`config.mk`:
```
export PLATFORM = sky130hd
export DESIGN_NAME = majority_clocked_lfsr_keystream_flat
export DESIGN_NICKNAME = d
export VERILOG_FILES = /design/src/mcks_pkg.sv /design/src/mcks_frame_if.sv /design/src/mcks_chunk_if.sv /design/src/mcks_lfsr.sv /design/src/mcks_outbuf.sv /design/src/majority_clocked_lfsr_keystream.sv /design/src/flat_wrapper.sv
export SDC_FILE = /design/constraint.sdc
export NUM_CORES = 1
export LEC_CHECK = 0
export BUFFER_PORTS_ARGS = -buffer_cell sky130_fd_sc_hd__buf_2
export CORE_AREA = 2 2 181 254
export CTS_CLUSTER_DIAMETER = 30
export DETAILED_ROUTE_END_ITERATION = 8
export DIE_AREA = 0 0 183 256
export GPL_ROUTABILITY_DRIVEN = 0
export PLACE_DENSITY_LB_ADDON = 0.05
export SYNTH_ARGS = -nofsm -noshare
export SYNTH_HDL_FRONTEND = slang
export SYNTH_SLANG_ARGS = --single-unit
```
`constraint.sdc`:
```
create_clock -name i_clk -period 11.1 [get_ports i_clk]
set_input_delay 1.665 -clock i_clk [delete_from_list [all_inputs] [get_ports i_clk]]
set_output_delay 1.665 -clock i_clk [all_outputs]
set_load 0.01 [all_outputs]
```
`src/mcks_pkg.sv`:
```
// ----------------------------------------------------------------------------
// mcks_pkg: shared types and constants
// Step counts, sequencer states and control structs for the keystream block.
// ----------------------------------------------------------------------------
package mcks_pkg;

    localparam int unsigned KEY_W        = 64;
    localparam int unsigned FRAME_W      = 22;
    localparam int unsigned CHUNK_W      = 57;
    localparam int unsigned MIX_STEPS    = 100;
    localparam int unsigned CNT_W        = 7;   // holds up to MIX_STEPS - 1
    localparam int unsigned LFSR1_W      = 19;
    localparam int unsigned LFSR2_W      = 22;
    localparam int unsigned LFSR3_W      = 23;
    localparam int unsigned CHUNK_CNT_W  = 2;   // four chunks per frame

    localparam logic [CNT_W-1:0] KEY_LAST   = CNT_W'(KEY_W - 1);
    localparam logic [CNT_W-1:0] FRAME_LAST = CNT_W'(FRAME_W - 1);
    localparam logic [CNT_W-1:0] MIX_LAST   = CNT_W'(MIX_STEPS - 1);
    localparam logic [CNT_W-1:0] CHUNK_LAST = CNT_W'(CHUNK_W - 1);

    localparam logic [CHUNK_CNT_W-1:0] FINAL_CHUNK = '1;

    typedef enum logic [2:0] {
        ST_IDLE,
        ST_KEY,
        ST_FRAME,
        ST_MIX,
        ST_GEN,
        ST_HAND
    } t_state;

    // LFSR step control
    typedef struct packed {
        logic clr;      // clear all three registers
        logic clk_all;  // regular clock, XOR din into cell 0
        logic maj;      // majority clock
        logic din;
    } t_lfsr_ctl;

    // output stage control
    typedef struct packed {
        logic shift;    // take one keystream bit
        logic push;     // move finished chunk into the output register
        logic which_burst;
        logic chunk_index;
        logic last;
    } t_out_ctl;

endpackage

```
`src/mcks_frame_if.sv`:
```
// ----------------------------------------------------------------------------
// mcks_frame_if: frame number channel
// valid/ready channel carrying one 22-bit frame number per transfer.
// ----------------------------------------------------------------------------
interface mcks_frame_if;
    logic                           valid;
    logic                           ready;
    logic [mcks_pkg::FRAME_W-1:0]   frame_number;

    modport source (output valid, output frame_number, input ready);
    modport sink   (input valid, input frame_number, output ready);
endinterface

```
`src/mcks_chunk_if.sv`:
```
// ----------------------------------------------------------------------------
// mcks_chunk_if: keystream chunk channel
// valid/ready channel carrying one 57-bit keystream chunk per transfer.
// ----------------------------------------------------------------------------
interface mcks_chunk_if;
    logic                           valid;
    logic                           ready;
    logic                           which_burst;
    logic                           chunk_index;
    logic [mcks_pkg::CHUNK_W-1:0]   keystream_bits;
    logic                           last;

    modport source (output valid, output which_burst, output chunk_index,
                    output keystream_bits, output last, input ready);
    modport sink   (input valid, input which_burst, input chunk_index,
                    input keystream_bits, input last, output ready);
endinterface

```
`src/mcks_lfsr.sv`:
```
// ----------------------------------------------------------------------------
// mcks_lfsr: three-register LFSR core
// Regular or majority clocking, one step per enabled cycle; keystream bit after step.
// ----------------------------------------------------------------------------
module mcks_lfsr (
    input  logic                  i_clk,
    input  logic                  i_rst_n,
    input  mcks_pkg::t_lfsr_ctl   i_ctl,
    output logic                  o_ks_bit
);

    logic [mcks_pkg::LFSR1_W-1:0] r_one,   n_one,   sh_one;
    logic [mcks_pkg::LFSR2_W-1:0] r_two,   n_two,   sh_two;
    logic [mcks_pkg::LFSR3_W-1:0] r_three, n_three, sh_three;
    logic x, y, z, m;

    always_comb begin
        sh_one   = {r_one[17:0],   r_one[18] ^ r_one[17] ^ r_one[16] ^ r_one[13]};
        sh_two   = {r_two[20:0],   r_two[21] ^ r_two[20]};
        sh_three = {r_three[21:0], r_three[22] ^ r_three[21] ^ r_three[20] ^ r_three[7]};

        x = r_one[8];
        y = r_two[10];
        z = r_three[10];
        m = (x & y) | (x & z) | (y & z);

        n_one   = r_one;
        n_two   = r_two;
        n_three = r_three;
        if (i_ctl.clr) begin
            n_one   = '0;
            n_two   = '0;
            n_three = '0;
        end else if (i_ctl.clk_all) begin
            n_one   = sh_one   ^ {{(mcks_pkg::LFSR1_W-1){1'b0}}, i_ctl.din};
            n_two   = sh_two   ^ {{(mcks_pkg::LFSR2_W-1){1'b0}}, i_ctl.din};
            n_three = sh_three ^ {{(mcks_pkg::LFSR3_W-1){1'b0}}, i_ctl.din};
        end else if (i_ctl.maj) begin
            if (x == m) n_one   = sh_one;
            if (y == m) n_two   = sh_two;
            if (z == m) n_three = sh_three;
        end
    end

    // output bit is taken after the clock
    assign o_ks_bit = n_one[18] ^ n_two[21] ^ n_three[22];

    always_ff @(posedge i_clk) begin
        if (!i_rst_n) begin
            r_one   <= '0;
            r_two   <= '0;
            r_three <= '0;
        end else begin
            r_one   <= n_one;
            r_two   <= n_two;
            r_three <= n_three;
        end
    end

endmodule

```
`src/mcks_outbuf.sv`:
```
// ----------------------------------------------------------------------------
// mcks_outbuf: chunk collector and output register
// Shifts keystream bits into a 57-bit word, then holds it for transfer.
// ----------------------------------------------------------------------------
module mcks_outbuf (
    input  logic                  i_clk,
    input  logic                  i_rst_n,
    input  mcks_pkg::t_out_ctl    i_ctl,
    input  logic                  i_ks_bit,
    output logic                  o_can_push,
    mcks_chunk_if.source          o_chunk
);

    logic [mcks_pkg::CHUNK_W-1:0] r_collect;
    logic [mcks_pkg::CHUNK_W-1:0] r_bits;
    logic                         r_which, r_idx, r_last;
    logic                         r_valid;

    assign o_can_push = !r_valid || o_chunk.ready;

    assign o_chunk.valid          = r_valid;
    assign o_chunk.which_burst    = r_which;
    assign o_chunk.chunk_index    = r_idx;
    assign o_chunk.keystream_bits = r_bits;
    assign o_chunk.last           = r_last;

    // earliest bit ends up at bit 0
    always_ff @(posedge i_clk) begin
        if (i_ctl.shift) begin
            r_collect <= {i_ks_bit, r_collect[mcks_pkg::CHUNK_W-1:1]};
        end
        if (i_ctl.push) begin
            r_bits  <= r_collect;
            r_which <= i_ctl.which_burst;
            r_idx   <= i_ctl.chunk_index;
            r_last  <= i_ctl.last;
        end
    end

    always_ff @(posedge i_clk) begin
        if (!i_rst_n) begin
            r_valid <= 1'b0;
        end else if (i_ctl.push) begin
            r_valid <= 1'b1;
        end else if (o_chunk.ready) begin
            r_valid <= 1'b0;
        end
    end

endmodule

```
`src/majority_clocked_lfsr_keystream.sv`:
```
// ----------------------------------------------------------------------------
// majority_clocked_lfsr_keystream: majority-clocked LFSR keystream generator
// Expands a 64-bit session key and a 22-bit frame number into two 114-bit
// keystream bursts, delivered as four 57-bit chunks.
// ----------------------------------------------------------------------------
// Usage:
//   i_cfg_we/i_cfg_wdata write the 64-bit session key; write it only while
//   the block is idle (no frame in flight).
//   i_frame takes one frame number per transfer; ready is high only when the
//   sequencer is idle.
//   o_chunk returns four transfers per frame: burst 0 chunk 0, burst 0
//   chunk 1, burst 1 chunk 0, burst 1 chunk 1 (last = 1).
// Steps (one LFSR step per cycle, none in the hand-off state; the step
//   counter sets the pace): 64 key steps + 22 frame steps + 100 mixing
//   steps, then per chunk 57 output steps and a hand-off of the chunk to
//   the output register.
// Stall: a finished chunk waits in the collector until the output register
//   is free, so a held-off receiver delays the sequencer but loses nothing.
// Reset: clears the key, the LFSRs, the sequencer and the output valid.
// ----------------------------------------------------------------------------
module majority_clocked_lfsr_keystream (
    input  logic                          i_clk,
    input  logic                          i_rst_n,
    input  logic                          i_cfg_we,
    input  logic [mcks_pkg::KEY_W-1:0]    i_cfg_wdata,
    mcks_frame_if.sink                    i_frame,
    mcks_chunk_if.source                  o_chunk
);

    mcks_pkg::t_state                     r_state, n_state;
    logic [mcks_pkg::CNT_W-1:0]           r_cnt, n_cnt;
    logic [mcks_pkg::CHUNK_CNT_W-1:0]     r_chunk, n_chunk;
    logic [mcks_pkg::KEY_W-1:0]           r_secret_key;
    logic [mcks_pkg::KEY_W-1:0]           r_key_sr;
    logic [mcks_pkg::FRAME_W-1:0]         r_frame_sr;

    mcks_pkg::t_lfsr_ctl                  lfsr_ctl;
    mcks_pkg::t_out_ctl                   out_ctl;
    logic                                 ks_bit;
    logic                                 can_push;
    logic                                 in_xfer;

    assign in_xfer = i_frame.valid && i_frame.ready;

    // session key register
    always_ff @(posedge i_clk) begin
        if (!i_rst_n) begin
            r_secret_key <= '0;
        end else if (i_cfg_we) begin
            r_secret_key <= i_cfg_wdata;
        end
    end

    // key and frame bits leave LSB first, one per step
    always_ff @(posedge i_clk) begin
        if (in_xfer) begin
            r_key_sr   <= r_secret_key;
            r_frame_sr <= i_frame.frame_number;
        end else begin
            if (r_state == mcks_pkg::ST_KEY) begin
                r_key_sr <= {1'b0, r_key_sr[mcks_pkg::KEY_W-1:1]};
            end
            if (r_state == mcks_pkg::ST_FRAME) begin
                r_frame_sr <= {1'b0, r_frame_sr[mcks_pkg::FRAME_W-1:1]};
            end
        end
    end

    // next state, step counter, chunk counter
    always_comb begin
        n_state = r_state;
        n_cnt   = r_cnt;
        n_chunk = r_chunk;
        case (r_state)
            mcks_pkg::ST_IDLE: begin
                if (i_frame.valid) begin
                    n_state = mcks_pkg::ST_KEY;
                    n_cnt   = '0;
                    n_chunk = '0;
                end
            end
            mcks_pkg::ST_KEY: begin
                n_cnt = r_cnt + 1'b1;
                if (r_cnt == mcks_pkg::KEY_LAST) begin
                    n_state = mcks_pkg::ST_FRAME;
                    n_cnt   = '0;
                end
            end
            mcks_pkg::ST_FRAME: begin
                n_cnt = r_cnt + 1'b1;
                if (r_cnt == mcks_pkg::FRAME_LAST) begin
                    n_state = mcks_pkg::ST_MIX;
                    n_cnt   = '0;
                end
            end
            mcks_pkg::ST_MIX: begin
                n_cnt = r_cnt + 1'b1;
                if (r_cnt == mcks_pkg::MIX_LAST) begin
                    n_state = mcks_pkg::ST_GEN;
                    n_cnt   = '0;
                end
            end
            mcks_pkg::ST_GEN: begin
                n_cnt = r_cnt + 1'b1;
                if (r_cnt == mcks_pkg::CHUNK_LAST) begin
                    n_state = mcks_pkg::ST_HAND;
                    n_cnt   = '0;
                end
            end
            mcks_pkg::ST_HAND: begin
                if (can_push) begin
                    n_chunk = r_chunk + 1'b1;
                    n_state = (r_chunk == mcks_pkg::FINAL_CHUNK) ?
                              mcks_pkg::ST_IDLE : mcks_pkg::ST_GEN;
                end
            end
            default: begin
                n_state = mcks_pkg::ST_IDLE;
            end
        endcase
    end

    // control outputs
    always_comb begin
        i_frame.ready       = 1'b0;
        lfsr_ctl            = '0;
        out_ctl             = '0;
        out_ctl.which_burst = r_chunk[1];
        out_ctl.chunk_index = r_chunk[0];
        out_ctl.last        = (r_chunk == mcks_pkg::FINAL_CHUNK);
        case (r_state)
            mcks_pkg::ST_IDLE: begin
                i_frame.ready = 1'b1;
                lfsr_ctl.clr  = i_frame.valid;
            end
            mcks_pkg::ST_KEY: begin
                lfsr_ctl.clk_all = 1'b1;
                lfsr_ctl.din     = r_key_sr[0];
            end
            mcks_pkg::ST_FRAME: begin
                lfsr_ctl.clk_all = 1'b1;
                lfsr_ctl.din     = r_frame_sr[0];
            end
            mcks_pkg::ST_MIX: begin
                lfsr_ctl.maj = 1'b1;
            end
            mcks_pkg::ST_GEN: begin
                lfsr_ctl.maj  = 1'b1;
                out_ctl.shift = 1'b1;
            end
            mcks_pkg::ST_HAND: begin
                out_ctl.push = can_push;
            end
            default: begin
                lfsr_ctl = '0;
            end
        endcase
    end

    always_ff @(posedge i_clk) begin
        if (!i_rst_n) begin
            r_state <= mcks_pkg::ST_IDLE;
            r_cnt   <= '0;
            r_chunk <= '0;
        end else begin
            r_state <= n_state;
            r_cnt   <= n_cnt;
            r_chunk <= n_chunk;
        end
    end

    mcks_lfsr u_lfsr (
        .i_clk    (i_clk),
        .i_rst_n  (i_rst_n),
        .i_ctl    (lfsr_ctl),
        .o_ks_bit (ks_bit)
    );

    mcks_outbuf u_outbuf (
        .i_clk      (i_clk),
        .i_rst_n    (i_rst_n),
        .i_ctl      (out_ctl),
        .i_ks_bit   (ks_bit),
        .o_can_push (can_push),
        .o_chunk    (o_chunk)
    );

endmodule

```
`src/flat_wrapper.sv`:
```
// flat-port wrapper written by rule: the top's interface ports become plain ports
module majority_clocked_lfsr_keystream_flat 
  (i_clk, i_rst_n, i_cfg_we, i_cfg_wdata, i_frame_valid, i_frame_frame_number, i_frame_ready, o_chunk_valid, o_chunk_which_burst, o_chunk_chunk_index, o_chunk_keystream_bits, o_chunk_last, o_chunk_ready);
  mcks_frame_if i_frame_i ();
  mcks_chunk_if o_chunk_i ();
  input  logic i_clk;
  input  logic i_rst_n;
  input  logic i_cfg_we;
  input  logic [mcks_pkg::KEY_W-1:0] i_cfg_wdata;
  input wire logic [$bits(i_frame_i.valid)-1:0] i_frame_valid;
  input wire logic [$bits(i_frame_i.frame_number)-1:0] i_frame_frame_number;
  output wire logic [$bits(i_frame_i.ready)-1:0] i_frame_ready;
  output wire logic [$bits(o_chunk_i.valid)-1:0] o_chunk_valid;
  output wire logic [$bits(o_chunk_i.which_burst)-1:0] o_chunk_which_burst;
  output wire logic [$bits(o_chunk_i.chunk_index)-1:0] o_chunk_chunk_index;
  output wire logic [$bits(o_chunk_i.keystream_bits)-1:0] o_chunk_keystream_bits;
  output wire logic [$bits(o_chunk_i.last)-1:0] o_chunk_last;
  input wire logic [$bits(o_chunk_i.ready)-1:0] o_chunk_ready;
  assign i_frame_i.valid = i_frame_valid;
  assign i_frame_i.frame_number = i_frame_frame_number;
  assign i_frame_ready = i_frame_i.ready;
  assign o_chunk_valid = o_chunk_i.valid;
  assign o_chunk_which_burst = o_chunk_i.which_burst;
  assign o_chunk_chunk_index = o_chunk_i.chunk_index;
  assign o_chunk_keystream_bits = o_chunk_i.keystream_bits;
  assign o_chunk_last = o_chunk_i.last;
  assign o_chunk_i.ready = o_chunk_ready;
  majority_clocked_lfsr_keystream u_core (.i_clk(i_clk), .i_rst_n(i_rst_n), .i_cfg_we(i_cfg_we), .i_cfg_wdata(i_cfg_wdata), .i_frame(i_frame_i), .o_chunk(o_chunk_i));
endmodule
```
==> reports/qor.yml, run 1 <==
grt:
  grt_pass1_vias: 8520
  top_usage_layer: "met2"
  grt_pass1_wl_um: 45060
  grtUsageTotal_pct: 12.07
  grt_use_met1_pct: 14.35
  grt_max_degree: 87
  met3_usage_pct: 3.543
  use_met2_pct: 19.77
  grt_overflow: 0
  antenna_found_initial: 2
clock_tree:
  cts.hold.buffers_added: 0
  clk_pin_slew_ns: 0.05
  numClockSinks: 344
  post_cts_resized: 0
  cts_max_level: 3
  cts_tree: "done"
  cts_buffers: 73
  clock_path_buffers: 3
  cts_setup_buffers: 0
  cts-root-buf: "clkbuf_16"
  clock_latency_ns: 0.58
synth:
  synth_top_area_cell: "edfxtp_1"
  synth_ff_type: "edfxtp_1"
  synth-warning-count: 0
  syn_inst: 1070
  synth_edf_count: 203
  yosysMostFrequentCell: "nand2_1"
  synth_common_cells: "313 x nand2_1, 203 x edfxtp_1, 141 x dfxtp_1"
  yosysSeqAreaShare_pct: 69.81
  synth_top_cell_area_share_pct: 47.71
  syn_nets: 1168
  ys_async_sr_fraction_pct: 0
  ys_ff_latch: 344
  syn-cell-area_mm2: 0.01278
  post_synth_num_cell_types: 46
  syn_area_per_cell_um2: 11.94
  synthTopCellsByArea: "edfxtp_1 48%, dfxtp_1 22%, nand2_1 9.2%"
floorplan:
  fp.dieH_um: 256
  die_w_um: 183
  rows: 92
  io_pins: 153
  die_area_mm2: 0.04685
  start_util_pct: 28.61
  core_area_mm2: 0.04466
status:
  status: "finished, final reports clean"
layout:
  multi_input_area_mm2: 0.003596
  stdcell_area_mm2: 0.01659
  areaGrowthSynthToFinish_pct: 29.84
  fillers: 4477
  fin_nets: 1350
  n_antenna_cell: 0
  seq_area_mm2: 0.008919
  drive_above_1_share_pct: 22.62
sta:
  finalHoldViolCount: 0
  hold_slack_ns: 0.4201
  slew_headroom_pct: 27.39
  rsz0062_at_grt: "false"
  fin_setup_tns_ns: 0
  finalClockSkew_ns: 0.02300
  max_freq_mhz: 257.8
  period_needed_ns: 3.879
  worst_slew_pin_slew_ns: 1.083
  post-route-period-util_pct: 34.95
  setup_viol: 0
  drv_slew: 0
critical_path:
  r2r_cells: 6
  worstSetupEndpointType: "primary output"
  reg2reg_from: "u_core.r_state[1]"
  r2r_setup_slack_ns: 7.88
  worst-endpoint-arrival_ns: 2.21
  reg2reg_to: "u_core.u_lfsr.r_two[9]"
  crit_type: "reg2out"
  crit_start: "u_core.r_state[1]"
  start_kind: "register"
  worstPathMaxFanout: 12
  cp.required_ns: 9.44
routing:
  dr_total_vias: 8161
  vias_per_cell: 4.348
  wl_um: 27410
  wl_per_cell_um: 14.60
  drc: 0
  ant_nets: 0
  drt-initial-drc-count: 305
  drtPass1Iterations: 4
placement:
  io_buffers: 152
  hpwl_um: 15920
  place_area_mm2: 0.01409
worst_hold_path:
  holdPathEnd: "u_core.u_outbuf.o_chunk.keystream_bits[0]"
  min_path_type: "reg2reg"
  hp-start: "u_core.u_outbuf.r_collect[0]"
  holdPathStages: 0
pwr:
  p_leak_nw: 6.674
  max-vdd-ir-drop_uv: 112.0
  total_power_mw: 4.068
  power.density_mw_per_mm2: 245.2
run:
  drv_cap: 0
-- worst max-delay path, cell delays in order (launching register included) --
cell	delay (ns)
dfxtp_1	0.41
buf_4	0.24
nor3_1	0.73
buf_2	0.27
-- cell usage in the layout (no fill, tap or decap), types with 4 or more instances in the layout --
| cell | instances |
|---|---|
| nand2_1 | 312 |
| edfxtp_1 | 203 |
| buf_2 | 151 |
| dfxtp_1 | 141 |
| nor2_1 | 121 |
| mux2i_1 | 105 |
| clkbuf_16 | 74 |
| a21oi_1 | 31 |
| clkinvlp_4 | 13 |
| clkbuf_1 | 12 |
| buf_4 | 12 |
| xnor2_1 | 10 |
| clkinv_2 | 9 |
| bufinv_16 | 9 |
| nand3_1 | 7 |
| o211ai_1 | 7 |
| ha_1 | 7 |
| nor2b_1 | 5 |
| a22oi_1 | 5 |
| inv_6 | 5 |
| inv_1 | 4 |
| nand2b_1 | 4 |
| o21ai_0 | 4 |
| and3_1 | 4 |
| nand3b_1 | 4 |
| a31oi_1 | 4 |
| clkbuf_8 | 4 |
| clkinv_1 | 4 |
-- how the worst max path moves through the flow --
stage	endpoint
CTS	i_frame_ready
detailed placement	u_core.r_key_sr[52]
global route	i_frame_ready
floorplan	u_core.r_chunk[1]
finish	i_frame_ready
global placement	u_core.r_key_sr[51]
-- kinds of logic (layout without fill, tap and decap cells) --
kind of cell / Yosys count / count (layout) / share of synthesized area [%]
XOR/XNOR: 10 / 10 / 0.6855
AND/OR/NAND/NOR: 471 / 471 / 14.62
buffers and inverters: 62 / 305 / 2.243
AO/OA/AOI/OAI: 67 / 67 / 3.388
adder cells (fa/ha/maj): 8 / 8 / 0.7639
flip-flops: 344 / 344 / 69.81
multiplexers: 108 / 108 / 8.491
-- stage by stage --
| stage | util, % | std cells | setup slack [ns] |
|---|---|---|---|
| final | 37.14 | 1877 | 7.221 |
| after global routing | 37.14 | 1877 | 7.119 |
| after CTS | 37.14 | 1877 | 7.197 |
| after detailed placement | 31.54 | 1741 | 7.073 |
| after global placement | 31.54 | 1741 | 7.146 |
| after floorplan | - | 1070 | 4.432 |
-- sequential cells by signal, summed over array words and instances (netlist names) --
register and flops:
u_core.u_lfsr.r_three 23, u_core.u_outbuf.o_chunk.chunk_index 1, u_core.r_state 3, u_core.u_outbuf.r_collect 57, u_core.u_lfsr.r_one 19, u_core.r_cnt 7
u_core.u_outbuf.o_chunk.which_burst 1, u_core.u_lfsr.r_two 22, u_core.u_outbuf.o_chunk.keystream_bits 57, u_core.r_chunk 2, u_core.r_key_sr 64, u_core.r_secret_key 64
u_core.r_frame_sr 22, u_core.u_outbuf.o_chunk.valid 1, u_core.u_outbuf.o_chunk.last 1
-- per-layer routing --
metal	share of wire [%]	vias up
met5	0.084	-
met4	3.0	4
met3	5.6	57
met2	47	198
met1	44	3847
li1	-	4055
-- layout make-up --
type | instances | area share, %
multi-input combinational | 664 | 21.68
clock inverter | 46 | 3.304
sequential | 344 | 53.76
timing repair buffer | 163 | 5.099
clock buffer | 90 | 11.77
tap | 564 | 4.254
inverter | 6 | 0.1358
-- power by group --
group,internal [mW],switching [mW],total (mW)
sequential,1.50,0.0358,1.54
clock,1.47,0.709,2.18
combinational,0.115,0.236,0.351
No activity file was read; power rests on OpenSTA's default activity.
==> inputs of run 2 (changes only) <==
- clock period: 11.1 -> 3.75 ns (I/O delays scaled with it)
==> reports/qor.yml, run 2 (same netlist as run 1, synthesis figures left out) <==
clock_tree:
  post_cts_resized: 0  # unchanged
  cts_setup_buffers: 0  # unchanged
  cts_tree: "done"
  cts_max_level: 3  # unchanged
  cts.hold.buffers_added: 0  # unchanged
  cts-root-buf: "clkbuf_16"
  clk_pin_slew_ns: 0.05  # about the same
  clock_path_buffers: 3  # unchanged
  numClockSinks: 344  # unchanged
  cts_buffers: 80  # +9.6%
  clock_latency_ns: 0.59  # about the same
critical_path:
  r2r_cells: 5  # -1
  start_kind: "register"
  crit_type: "reg2reg"
  cp.required_ns: 4.18  # -5.26 ns
  r2r_setup_slack_ns: 0.89  # -6.99 ns
  reg2reg_to: "u_core.r_key_sr[19]"
  reg2reg_from: "u_core.r_state[0]"
  worstPathMaxFanout: 57  # +45
  worstSetupEndpointType: "register"
  worst-endpoint-arrival_ns: 3.29  # +1.08 ns
layout:
  final_common_cell: "nand2_1"
  layout_common_cells: "311 x nand2_1, 203 x edfxtp_1, 151 x buf_2"
  areaGrowthSynthToFinish_pct: 33.06
  seq_area_mm2: 0.008919  # unchanged
  stdcell_area_mm2: 0.01700  # +2.5%
  multi_input_area_mm2: 0.003611  # +0.42%
  fin_nets: 1359  # +0.67%
  utilization_pct: 38.06  # +0.92 points
  fillers: 4415  # -1.4%
  largestRegisters: "u_core.r_key_sr (64), u_core.r_secret_key (64)"
  drive_above_1_share_pct: 23.53  # +0.91 points
  fin_cells: 1891  # +0.75%
grt:
  grtUsageTotal_pct: 12.20  # +0.13 points
  antenna_found_initial: 9  # +7
  grt_use_met1_pct: 14.72  # +0.37 points
  grt_pass1_wl_um: 45620  # +1.3%
  grt_max_degree: 77  # -11%
  top_usage_layer: "met2"
  use_met2_pct: 19.49  # -0.28 points
  grt_pass1_vias: 8538  # +0.21%
  met3_usage_pct: 4.212  # +0.67 points
  grt_overflow: 0  # unchanged
routing:
  drc: 0  # unchanged
  drtPass1Iterations: 4  # unchanged
  ant_nets: 0  # unchanged
  wl_um: 28000  # +2.1%
  wl_per_cell_um: 14.80  # +1.4%
  dr_total_vias: 8235  # +0.91%
  drt-initial-drc-count: 416  # +36%
  vias_per_cell: 4.355  # +0.16%
placement:
  place_area_mm2: 0.01414  # +0.39%
  dp_cells: 1743  # +0.11%
  place_ws_ns: 0.8696  # -6.204 ns
  io_buffers: 152  # unchanged
  hpwl_um: 16310  # +2.5%
run:
  drv_cap: 0  # unchanged
pwr:
  max-vdd-ir-drop_uv: 323.6  # +190%
  p_leak_nw: 6.901  # +3.4%
  total_power_mw: 12.91  # +220%
  power.density_mw_per_mm2: 759.2  # +210%
sta:
  max_freq_mhz: 349.6
  finalClockSkew_ns: 0.02846  # +0.005459 ns
  worst_slew_pin_slew_ns: 0.9582  # -0.1250 ns
  layout_setup_ws_ns: 0.8892  # -6.332 ns
  hold_slack_ns: 0.2165  # -0.2036 ns
  slew_headroom_pct: 35.84  # +8.4 points
  period_needed_ns: 2.861
  rsz0062_at_grt: "false"
  setup_viol: 0  # unchanged
  post-route-period-util_pct: 76.29
  finalHoldViolCount: 0  # unchanged
  drv_slew: 0  # unchanged
  fin_setup_tns_ns: 0  # unchanged
floorplan:
  die_w_um: 183  # unchanged
  core_area_mm2: 0.04466  # unchanged
  rows: 92  # unchanged
  die_area_mm2: 0.04685  # unchanged
  io_pins: 153  # unchanged
  start_util_pct: 28.61  # unchanged
  fp.dieH_um: 256  # unchanged
worst_hold_path:
  holdPathStages: 3  # +3
  holdPathEnd: "u_core.r_secret_key[32]"
  hp-start: "i_cfg_wdata[32]"
  min_path_type: "in2reg"
status:
  status: "finished, final reports clean"
run 2: critical path: stages (launching register included):
cell and delay (ns):
dfxtp_1 0.57, nor3_1 0.76, and2_4 0.73, buf_4 0.46, nand2_1 0.10, nand2_1 0.07
run 2: per-layer routing:
metal | vias up | share of wire, %
met5 | - | 0.32
met4 | 16 | 2.7
met3 | 72 | 6.6
met2 | 203 | 47
met1 | 3875 | 44
li1 | 4069 | -
run 2: how the worst max path moves through the flow:
stage / from / end / slack, ns / depth (start not counted)
global route: u_core.r_state[0] / u_core.r_key_sr[19] / 0.63 / 5
global placement: u_core.r_state[0] / u_core.r_key_sr[9] / 1.04 / 5
finish: u_core.r_state[0] / u_core.r_key_sr[19] / 0.89 / 5
CTS: u_core.r_state[0] / u_core.r_key_sr[7] / 0.84 / 5
detailed placement: u_core.r_state[0] / u_core.r_key_sr[24] / 0.87 / 5
floorplan: u_core.r_state[0] / u_core.r_key_sr[0] / 0.82 / 4
run 2: report_power, final:
part	total [mW]	leakage (nW)	internal, mW	switching, mW
logic	1.03	2.42	0.350	0.682
registers	4.59	3.08	4.45	0.137
clock network	7.28	1.40	5.08	2.20
run 2: area by class of cell:
type,count,share of cell area (%)
multi-input combinational,664,21.24
antenna,1,0.01472
tap,564,4.151
inverter,6,0.1325
timing repair buffer,165,5.211
clock inverter,55,4.372
sequential,344,52.46
clock buffer,92,12.42
==> inputs of run 3 (changes only) <==
- clock period: 3.75 -> 3 ns (I/O delays scaled with it)
==> reports/qor.yml, run 3 (same netlist as run 1, synthesis figures left out) <==
floorplan:
  io_pins: 153  # unchanged
  core_area_mm2: 0.04466  # unchanged
  rows: 92  # unchanged
  start_util_pct: 28.61  # unchanged
  die_area_mm2: 0.04685  # unchanged
  fp.dieH_um: 256  # unchanged
  die_w_um: 183  # unchanged
routing:
  wl_um: 28070  # +0.27%
  dr_total_vias: 8238  # +0.036%
  drt-initial-drc-count: 299  # -28%
  ant_nets: 0  # unchanged
  drt-met1-wl_um: 12470  # +1.7%
  drc: 0  # unchanged
  drtPass1Iterations: 5  # +1
  vias_per_cell: 4.370  # +0.35%
  met3_wirelength_um: 1646  # -11%
  dr_wl_met2_um: 13270  # +1.8%
  wl_per_cell_um: 14.89  # +0.59%
  top_layer: "met5"
grt:
  grt_pass1_vias: 8452  # -1.0%
  grt_pass1_wl_um: 45320  # -0.66%
  grtUsageTotal_pct: 12.12  # -0.087 points
  grt_max_degree: 86  # +12%
  antenna_found_initial: 4  # -5
  grt_overflow: 0  # unchanged
worst_hold_path:
  min_path_type: "in2reg"
  holdPathStages: 3  # unchanged
  hp-start: "i_cfg_wdata[7]"
critical_path:
  crit_start: "u_core.r_state[0]"
  reg2reg_from: "u_core.r_state[0]"
  worstPathCellList: "nor3_1 -> buf_4 -> buf_2"
  critPathSlowestCell: "nor3_1"
  r2r_cells: 4  # -1
  cp.depth: 3  # -2
  cp_slowest_stage_delay_ns: 0.63  # -0.13 ns
  cp_top_family: "simple AND/OR/NAND/NOR gates"
  r2r_setup_slack_ns: 0.53  # -0.36 ns
  worstPathMaxFanout: 25  # -56%
  start_kind: "register"
  crit_buf_inv: 2  # +1
  worst-endpoint-arrival_ns: 2.14  # -1.15 ns
  worstSetupEndpointType: "primary output"
  crit_type: "reg2out"
  cp.required_ns: 2.55  # -1.63 ns
clock_tree:
  cts_setup_buffers: 0  # unchanged
  cts_tree: "done"
  cts_max_level: 3  # unchanged
  post_cts_resized: 0  # unchanged
  cts.hold.buffers_added: 0  # unchanged
  cts-root-buf: "clkbuf_16"
  clock_path_buffers: 3  # unchanged
  clk_pin_slew_ns: 0.04  # about the same
  clock_latency_ns: 0.58  # about the same
  cts_buffers: 71  # -11%
  numClockSinks: 344  # unchanged
sta:
  fin_setup_tns_ns: 0  # unchanged
  rsz0062_at_grt: "false"
  drv_slew: 0  # unchanged
  period_needed_ns: 2.592
  slew_headroom_pct: 40.50  # +4.7 points
  max_freq_mhz: 385.7
  setup_viol: 0  # unchanged
  post-route-period-util_pct: 86.41
  worst_slew_pin_slew_ns: 0.8885  # -0.06967 ns
  finalHoldViolCount: 0  # unchanged
  finalClockSkew_ns: 0.02299  # -0.005464 ns
pwr:
  max-vdd-ir-drop_uv: 541.7  # +67%
  power.share.combinational_pct: 9.2  # +1.2 points
  clockPowerShare_pct: 52.3  # -4.1 points
  power.density_mw_per_mm2: 888.3  # +17%
  p_leak_nw: 6.775  # -1.8%
  swShare_pct: 24.81  # +1.4 points
  seqPwrFrac_pct: 38.5  # +2.9 points
  internal_power_mw: 11.18  # +13%
  power_switching_mw: 3.691  # +22%
placement:
  place_area_mm2: 0.01432  # +1.2%
  hpwl_um: 17310  # +6.1%
  io_buffers: 152  # unchanged
layout:
  final_common_cell: "nand2_1"
  drive_above_1_share_pct: 23.69  # +0.16 points
  fillers: 4438  # +0.52%
  n_antenna_cell: 0  # -1
  fin_nets: 1360  # +0.074%
  stdcell_area_mm2: 0.01675  # -1.5%
  layout_common_cells: "311 x nand2_1, 203 x edfxtp_1, 151 x buf_2"
  areaGrowthSynthToFinish_pct: 31.07
  seq_area_mm2: 0.008919  # unchanged
  largestRegisters: "u_core.r_key_sr (64), u_core.r_secret_key (64)"
  multi_input_area_mm2: 0.003611  # unchanged
run:
  drv_cap: 0  # unchanged
status:
  status: "finished, final reports clean"
==> run 3: cell types whose count changed in the layout (fill, tap and decap cells not counted), sizes merged <==
cell,previous run,this run
clkinv,28,26
diode,1,0
buf,165,175
clkbuf,92,84
clkinvlp,4,5
bufinv,15,5
inv,14,18
==> run 3: per-layer routing <==
layer,track usage [%],vias up
met5,0,-
met4,4.822,8
met3,3.956,58
met2,19.81,188
met1,14.72,3899
li1,-,4085
==> run 3: layout make-up <==
| cell class | count | area share, % |
|---|---|---|
| timing repair buffer | 175 | 6.336 |
| inverter | 6 | 0.1345 |
| clock inverter | 48 | 2.914 |
| tap | 564 | 4.214 |
| multi-input combinational | 664 | 21.56 |
| clock buffer | 84 | 11.58 |
| sequential | 344 | 53.26 |
==> run 3: path summary, 6_finish.rpt <==
kind                                          endpoint
max                                      i_frame_ready
min                             u_core.r_secret_key[7]
max reg2reg                          u_core.r_state[0]
min reg2reg  u_core.u_outbuf.o_chunk.keystream_bits[0]
==> run 3: stage by stage <==
| stage | instances | hold WS [ns] | worst slack [ns] | power (mW) | util, % |
|---|---|---|---|---|---|
| 2_1_floorplan | 1070 | 0.4003 | 0.07212 | 6.764 | - |
| 3_3_place_gp | 1753 | 0.4121 | 0.5536 | 7.235 | 32.06 |
| 3_5_place_dp | 1753 | 0.4132 | 0.5712 | 7.242 | 32.06 |
| 4_1_cts | 1885 | 0.07640 | 0.3331 | 15.17 | 37.49 |
| 5_1_grt | 1885 | 0.08677 | 0.2144 | 15.59 | 37.49 |
| 6_report | 1885 | 0.1159 | 0.4076 | 14.88 | 37.49 |
==> run 3: worst reg2reg max path, stage by stage, from the launching register on <==
cell and delay (ns):
dfxtp_1 0.85, nor4b_1 0.58, o211ai_1 0.49, o21bai_1 0.32, mux2i_1 0.12
==> run 3: power by group through the flow <==
| stage | Combinational (mW) | Sequential (mW) | Clock (mW) |
|---|---|---|---|
| 2_1_floorplan | 1.01 | 5.75 | 0 |
| 3_3_place_gp | 1.42 | 5.81 | 0 |
| 3_5_place_dp | 1.42 | 5.82 | 0 |
| 4_1_cts | 1.43 | 5.73 | 8.01 |
| 5_1_grt | 1.58 | 5.77 | 8.24 |
| 6_report | 1.37 | 5.73 | 7.77 |
